**src/sv/minv_pkg.sv**
```systemverilog
// package for the modular inverse core: sequencer states and reset constant
// no dependencies
package minv_pkg;

    localparam logic [63:0] MODULUS_RESET = 64'd1000000007;

    typedef enum logic [2:0] {
        ST_IDLE,
        ST_REDUCE,
        ST_CHECK,
        ST_STEP,
        ST_FINISH
    } minv_state_t;

endpackage

```
**src/sv/minv_divstep.sv**
```systemverilog
// shared shift-subtract divider, one quotient bit per cycle
// also accumulates quotient times a signed multiplier by shift-add
// depends on minv_pkg
module minv_divstep
    import minv_pkg::*;
#(
    parameter int W  = 31,
    parameter int CW = 33
)
(
    input  logic          clk,
    input  logic          rst_n,
    input  logic          start,
    input  logic [W-1:0]  dividend,
    input  logic [W-1:0]  divisor,
    input  logic [CW-1:0] mult,
    output logic          done,
    output logic [W-1:0]  remainder,
    output logic [CW-1:0] product
);

    localparam int CNT_W = $clog2(W + 1);

    logic [W-1:0]     rem_reg, rem_next;
    logic [W-1:0]     dvd_reg, dvd_next;
    logic [W-1:0]     dsr_reg, dsr_next;
    logic [CW-1:0]    mul_reg, mul_next;
    logic [CW-1:0]    acc_reg, acc_next;
    logic [CNT_W-1:0] cnt_reg, cnt_next;
    logic             done_reg, done_next;

    logic [W:0]       cand;
    logic             ge;

    always_comb
    begin
        cand      = {rem_reg, dvd_reg[W-1]};
        ge        = (cand >= {1'b0, dsr_reg});
        rem_next  = rem_reg;
        dvd_next  = dvd_reg;
        dsr_next  = dsr_reg;
        mul_next  = mul_reg;
        acc_next  = acc_reg;
        cnt_next  = cnt_reg;
        done_next = 1'b0;
        if (start)
        begin
            rem_next = '0;
            dvd_next = dividend;
            dsr_next = divisor;
            mul_next = mult;
            acc_next = '0;
            cnt_next = CNT_W'(W);
        end
        else if (cnt_reg != '0)
        begin
            rem_next  = ge ? W'(cand - {1'b0, dsr_reg}) : cand[W-1:0];
            dvd_next  = {dvd_reg[W-2:0], 1'b0};
            acc_next  = {acc_reg[CW-2:0], 1'b0} + (ge ? mul_reg : '0);
            cnt_next  = cnt_reg - 1'b1;
            done_next = (cnt_reg == CNT_W'(1));
        end
    end

    always_ff @(posedge clk or negedge rst_n)
    begin
        if (!rst_n)
        begin
            cnt_reg  <= '0;
            done_reg <= 1'b0;
        end
        else
        begin
            cnt_reg  <= cnt_next;
            done_reg <= done_next;
        end
    end

    always_ff @(posedge clk)
    begin
        rem_reg <= rem_next;
        dvd_reg <= dvd_next;
        dsr_reg <= dsr_next;
        mul_reg <= mul_next;
        acc_reg <= acc_next;
    end

    assign done      = done_reg;
    assign remainder = rem_reg;
    assign product   = acc_reg;

endmodule

```
**src/sv/modular_inverse_euclid_core.sv**
```systemverilog
// Modular inverse core: returns the inverse of each operand modulo the
// configured modulus by the extended Euclidean algorithm, one transfer out
// for each transfer in. The operand is first reduced, then every Euclid
// step runs through one shared shift-subtract divider that makes one
// quotient bit per cycle and builds quotient times coefficient alongside.
// Each divider pass is followed by a check of the new remainder, and a
// stalled output transfer holds the core until it is taken. s_tready is
// high only while no item is in work. The result is 0 when the operand
// is a multiple of the modulus or the modulus is zero. A non-prime
// modulus is not flagged: the Bezout coefficient comes back made
// non-negative.
// depends on minv_pkg and minv_divstep
module modular_inverse_euclid_core
    import minv_pkg::*;
#(
    parameter int VALUE_BITS = 31,
    localparam int TDATA_W = ((VALUE_BITS + 7) / 8) * 8
)
(
    input  logic                  clk,
    input  logic                  rst_n,
    input  logic                  cfg_wen,
    input  logic [VALUE_BITS-1:0] cfg_wdata,  // modulus
    input  logic                  s_tvalid,
    output logic                  s_tready,
    input  logic [TDATA_W-1:0]    s_tdata,    // operand, zero pad
    output logic                  m_tvalid,
    input  logic                  m_tready,
    output logic [TDATA_W-1:0]    m_tdata     // inverse, zero pad
);

    localparam int W  = VALUE_BITS;
    localparam int CW = VALUE_BITS + 2;

    minv_state_t   state_reg, state_next;
    logic [W-1:0]  modulus_reg;
    logic [W-1:0]  num_reg, num_next;
    logic [W-1:0]  den_reg, den_next;
    logic [CW-1:0] prev_reg, prev_next;
    logic [CW-1:0] cur_reg, cur_next;
    logic [W-1:0]  res_reg, res_next;
    logic [W-1:0]  out_reg, out_next;
    logic          m_tvalid_reg, m_tvalid_next;

    logic          div_start;
    logic [W-1:0]  div_dividend;
    logic [W-1:0]  div_divisor;
    logic [CW-1:0] div_mult;
    logic          div_done;
    logic [W-1:0]  div_rem;
    logic [CW-1:0] div_prod;
    logic [CW-1:0] prev_fixed;

    minv_divstep #(
        .W  (W),
        .CW (CW)
    ) u_div (
        .clk       (clk),
        .rst_n     (rst_n),
        .start     (div_start),
        .dividend  (div_dividend),
        .divisor   (div_divisor),
        .mult      (div_mult),
        .done      (div_done),
        .remainder (div_rem),
        .product   (div_prod)
    );

    assign s_tready = (state_reg == ST_IDLE);

    always_comb
    begin
        state_next    = state_reg;
        num_next      = num_reg;
        den_next      = den_reg;
        prev_next     = prev_reg;
        cur_next      = cur_reg;
        res_next      = res_reg;
        out_next      = out_reg;
        m_tvalid_next = m_tvalid_reg;
        div_start     = 1'b0;
        div_dividend  = num_reg;
        div_divisor   = den_reg;
        div_mult      = cur_reg;
        prev_fixed    = prev_reg[CW-1] ? (prev_reg + CW'(modulus_reg)) : prev_reg;

        if (m_tvalid_reg && m_tready)
        begin
            m_tvalid_next = 1'b0;
        end

        case (state_reg)
            ST_IDLE:
            begin
                div_dividend = s_tdata[W-1:0];
                div_divisor  = modulus_reg;
                div_mult     = '0;
                if (s_tvalid)
                begin
                    num_next  = modulus_reg;
                    prev_next = '0;
                    cur_next  = CW'(1);
                    if (modulus_reg == '0)
                    begin
                        res_next   = '0;
                        state_next = ST_FINISH;
                    end
                    else
                    begin
                        div_start  = 1'b1;
                        state_next = ST_REDUCE;
                    end
                end
            end
            ST_REDUCE:
            begin
                if (div_done)
                begin
                    den_next   = div_rem;
                    state_next = ST_CHECK;
                end
            end
            ST_CHECK:
            begin
                if (den_reg == '0)
                begin
                    res_next   = prev_fixed[W-1:0];
                    state_next = ST_FINISH;
                end
                else
                begin
                    div_start  = 1'b1;
                    state_next = ST_STEP;
                end
            end
            ST_STEP:
            begin
                if (div_done)
                begin
                    prev_next  = cur_reg;
                    cur_next   = prev_reg - div_prod;
                    num_next   = den_reg;
                    den_next   = div_rem;
                    state_next = ST_CHECK;
                end
            end
            ST_FINISH:
            begin
                if (!m_tvalid_reg || m_tready)
                begin
                    out_next      = res_reg;
                    m_tvalid_next = 1'b1;
                    state_next    = ST_IDLE;
                end
            end
            default:
            begin
                state_next = ST_IDLE;
            end
        endcase
    end

    always_ff @(posedge clk or negedge rst_n)
    begin
        if (!rst_n)
        begin
            state_reg    <= ST_IDLE;
            m_tvalid_reg <= 1'b0;
            modulus_reg  <= MODULUS_RESET[W-1:0];
        end
        else
        begin
            state_reg    <= state_next;
            m_tvalid_reg <= m_tvalid_next;
            if (cfg_wen)
            begin
                modulus_reg <= cfg_wdata;
            end
        end
    end

    always_ff @(posedge clk)
    begin
        num_reg  <= num_next;
        den_reg  <= den_next;
        prev_reg <= prev_next;
        cur_reg  <= cur_next;
        res_reg  <= res_next;
        out_reg  <= out_next;
    end

    assign m_tvalid = m_tvalid_reg;
    assign m_tdata  = TDATA_W'(out_reg);

endmodule

```
**config.mk**
```make
export PLATFORM = sky130hd
export DESIGN_NAME = modular_inverse_euclid_core
export DESIGN_NICKNAME = d
export VERILOG_FILES = /design/src/sv/minv_pkg.sv /design/src/sv/minv_divstep.sv /design/src/sv/modular_inverse_euclid_core.sv
export SDC_FILE = /design/constraint.sdc
export NUM_CORES = 1
export LEC_CHECK = 0
export ABC_AREA = 1
export BUFFER_PORTS_ARGS = -buffer_cell sky130_fd_sc_hd__buf_2
export CELL_PAD_IN_SITES_DETAIL_PLACEMENT = 0
export CELL_PAD_IN_SITES_GLOBAL_PLACEMENT = 1
export CORE_ASPECT_RATIO = 0.6
export CORE_MARGIN = 8
export CORE_UTILIZATION = 43
export CTS_BUF_LIST = sky130_fd_sc_hd__clkbuf_4 sky130_fd_sc_hd__clkbuf_8 sky130_fd_sc_hd__clkbuf_16
export CTS_CLUSTER_SIZE = 30
export DETAILED_ROUTE_END_ITERATION = 10
export GPL_TIMING_DRIVEN = 0
export HOLD_SLACK_MARGIN = 0.1
export PLACE_DENSITY = 0.89
export SYNTH_ARGS = -nofsm -noshare
export SYNTH_HDL_FRONTEND = slang
export SYNTH_SLANG_ARGS = --single-unit
```
**constraint.sdc**
```tcl
create_clock -name clk -period 3.3 [get_ports clk]
set_input_delay 0.495 -clock clk [delete_from_list [all_inputs] [get_ports clk]]
set_output_delay 0.495 -clock clk [all_outputs]
set_load 0.02 [all_outputs]
```
==> qor.csv <==
metric;value;unit
htreeDepth;2;
max_freq;270;MHz
reg2regPathDepth;27;
synth_edf_count;285;
core_area;0.0538;mm^2
path_common_cell;buf_4;
reg2reg_from;u_div.dsr_reg[6];
slew_violations;0;
io_buffers;98;
tns;-6.79;ns
clkLatencyLatePin;0.58;ns
endpoint_kind;flip-flop;
dp_hpwl;67400;um
ys.flop_type;edfxtp_1;
netlist_area;0.0232;mm^2
crit_arrival;4.16;ns
outcome;finished, violations left;
regArea;0.0109;mm^2
layout_common_cells;nand2_1 (591), inv_1 (375), nor2_1 (338);
violations;setup timing;
hold_class;in -> async;
die_area;0.0620;mm^2
synth-seq-cells;390;
grt_max_degree;72;
skew;0.0277;ns
grt_pass1_wl;127000;um
regToRegSetupSlack;-0.41;ns
syn_avg_cell_area;8.10;um^2
start_util;43.2;%
maxSlewHeadroom;25.1;%
cts_num_sinks;390;
numCtsBuffers;39;
yosys_warnings;0;
via_per_inst;5.60;
max_stage_delay;0.42;ns
synthArstFlopShare;10.5;%
grt_pass1_vias;20039;
syn-num-nets;3069;
finalHoldViolCount;0;
drt-total-wl;86600;um
setup_viol;31;
drt_iter0_markers;3058;
postRouteAntennaNets;0;
cts_hold_buf;0;
antenna_found_initial;2;
vias;21536;
drtPass1Iterations;7;
syn_to_final_growth;22.2;%
wire_per_inst;22.5;um
maxCapViolCount;0;
cp-start-kind;flip-flop;
nets;3297;
drive_gt1_share;19.0;%
drc;0;
clockRootBuffer;clkbuf_16;
criticalPathCategory;reg -> reg;
die_w;316;um
yosysSeqAreaShare;46.8;%
cts_buffer_depth;3;
place.gp.congestion;0.963;
synth_cells;2870;
worstReg2RegEnd;u_div.remainder[28];
grt_usage;27.2;%
worst_slew_pin_slew;1.12;ns
die_height;196;um
slowest_stage;edfxtp_1;
rows;66;
required;3.75;ns
multi_input_area;0.0119;mm^2
period_needed;3.71;ns
layout_setup_ws;-0.406;ns
path_max_fanout;4;
num-fill-cells;4828;
cts_tree;done;
clk_pin_slew;0.07;ns
synth.distinct_cells;53;
grt-ovfl-total;0;
layout_commonest_cell;nand2_1;
ios;102;
min_period_over_period;112;%
rsz0062_at_grt;true;
==> layout make-up <==
| class | count | area share [%] |
|---|---|---|
| repair buffers | 186 | 4.50 |
| well taps | 714 | 3.15 |
| inverters | 407 | 5.48 |
| repair inverters | 1 | 0.0176 |
| clock buffers | 51 | 3.88 |
| plain buffers | 75 | 1.45 |
| clock inverters | 21 | 1.04 |
| multi-input cells | 1998 | 42.1 |
| diodes | 2 | 0.0176 |
| flip-flops and latches | 390 | 38.4 |
==> cell families (layout without fill, tap and decap cells) <==
group | Yosys count | after routing | share of synthesized area [%]
XOR/XNOR | 56 | 56 | 2.11
buffers and inverters | 482 | 741 | 8.18
AO/OA/AOI/OAI | 562 | 562 | 13.4
adder cells (fa/ha/maj) | 131 | 131 | 7.18
AND/OR/NAND/NOR | 1248 | 1248 | 22.3
flip-flops | 390 | 390 | 46.8
other | 1 | 3 | 0.0161
==> cell usage after synthesis (2+ instances only) <==
| cell | number | share of area [%] |
|---|---|---|
| buf_8 | 2 | 0.13 |
| a21oi_1 | 195 | 4.2 |
| o21ai_1 | 4 | 0.086 |
| xnor2_1 | 28 | 1.1 |
| o21ai_2 | 19 | 0.72 |
| edfxtp_1 | 285 | 37 |
| dfstp_2 | 16 | 1.8 |
| dfxtp_1 | 64 | 5.5 |
| nand3_1 | 128 | 2.8 |
| o221ai_1 | 2 | 0.075 |
| inv_1 | 399 | 6.4 |
| o211ai_1 | 10 | 0.32 |
| dfrtp_1 | 25 | 2.7 |
| nand2_2 | 3 | 0.081 |
| nand2_1 | 628 | 10 |
| nor2_1 | 378 | 6.1 |
| xor2_1 | 28 | 1.1 |
| buf_4 | 5 | 0.16 |
| a21boi_0 | 2 | 0.065 |
| buf_1 | 9 | 0.15 |
| o21a_1 | 8 | 0.26 |
| a21oi_2 | 2 | 0.075 |
| nand2_4 | 4 | 0.19 |
| nor2_4 | 2 | 0.097 |
| a21o_1 | 18 | 0.58 |
| nor4_1 | 13 | 0.35 |
| a31oi_1 | 37 | 1.0 |
| or2_1 | 4 | 0.11 |
| ha_1 | 127 | 6.8 |
| buf_2 | 17 | 0.37 |
| clkbuf_1 | 38 | 0.61 |
| or2_0 | 4 | 0.11 |
| o21ai_0 | 244 | 5.3 |
| fa_1 | 4 | 0.34 |
| nor2_2 | 3 | 0.081 |
| or2_2 | 4 | 0.11 |
| nand3b_1 | 11 | 0.36 |
| inv_2 | 7 | 0.11 |
| nand4_1 | 30 | 0.81 |
| o21bai_1 | 15 | 0.48 |
| a211oi_1 | 3 | 0.097 |
| o2111ai_1 | 2 | 0.075 |
| nor2_8 | 2 | 0.17 |
| buf_6 | 4 | 0.19 |
| nor3_1 | 29 | 0.62 |
==> stage by stage <==
| stage | cell area, um^2 | cells | hold slack, ns | util (%) | setup WS [ns] |
|---|---|---|---|---|---|
| after floorplan | 23300 | 2870 | 0.199 | - | 0.0154 |
| after global routing | 28400 | 3844 | 0.146 | 52.8 | -0.566 |
| after detailed placement | 24700 | 3685 | 0.405 | 46.0 | -0.928 |
| after global placement | 24700 | 3682 | 0.401 | 45.9 | -0.992 |
| final | 28400 | 3845 | 0.119 | 52.8 | -0.406 |
| after CTS | 27900 | 3833 | 0.112 | 51.9 | -0.237 |
==> what timing repair did <==
item,4_1_cts,5_1_grt
pin swaps,62,41
setup buffers,74,14
setup endpoints to repair,30,100
gates cloned,2,1
resized for setup,268,95
==> worst max-delay path by stage <==
stage,start,end,cells after the start
2_1_floorplan,u_div.dvd_reg[30],u_div.product[19],26
3_3_place_gp,state_reg[0],prev_reg[23],8
3_5_place_dp,u_div.dsr_reg[21],u_div.product[23],23
4_1_cts,u_div.dsr_reg[21],u_div.product[23],23
5_1_grt,u_div.dsr_reg[0],u_div.product[20],27
6_report,u_div.dsr_reg[6],u_div.remainder[28],27
==> critical path: cells and delay by family, from the launching register on <==
| family | cells | cell delay (ns) |
|---|---|---|
| flops | 1 | 0.42 |
| compound gates | 3 | 0.40 |
| simple gates | 7 | 0.63 |
| buf+inv | 16 | 1.89 |
| fa+ha+maj | 1 | 0.24 |
==> routing by layer <==
metal  wire, um  GRT usage (%)
met2      31300           33.7
met1      40800           42.7
met5          0              0
met3      12900           11.6
met4       1530           4.65
Power is left out: the tool's default activity adds up to more than one toggle a clock period on the data nets, which glitch-free logic cannot reach.
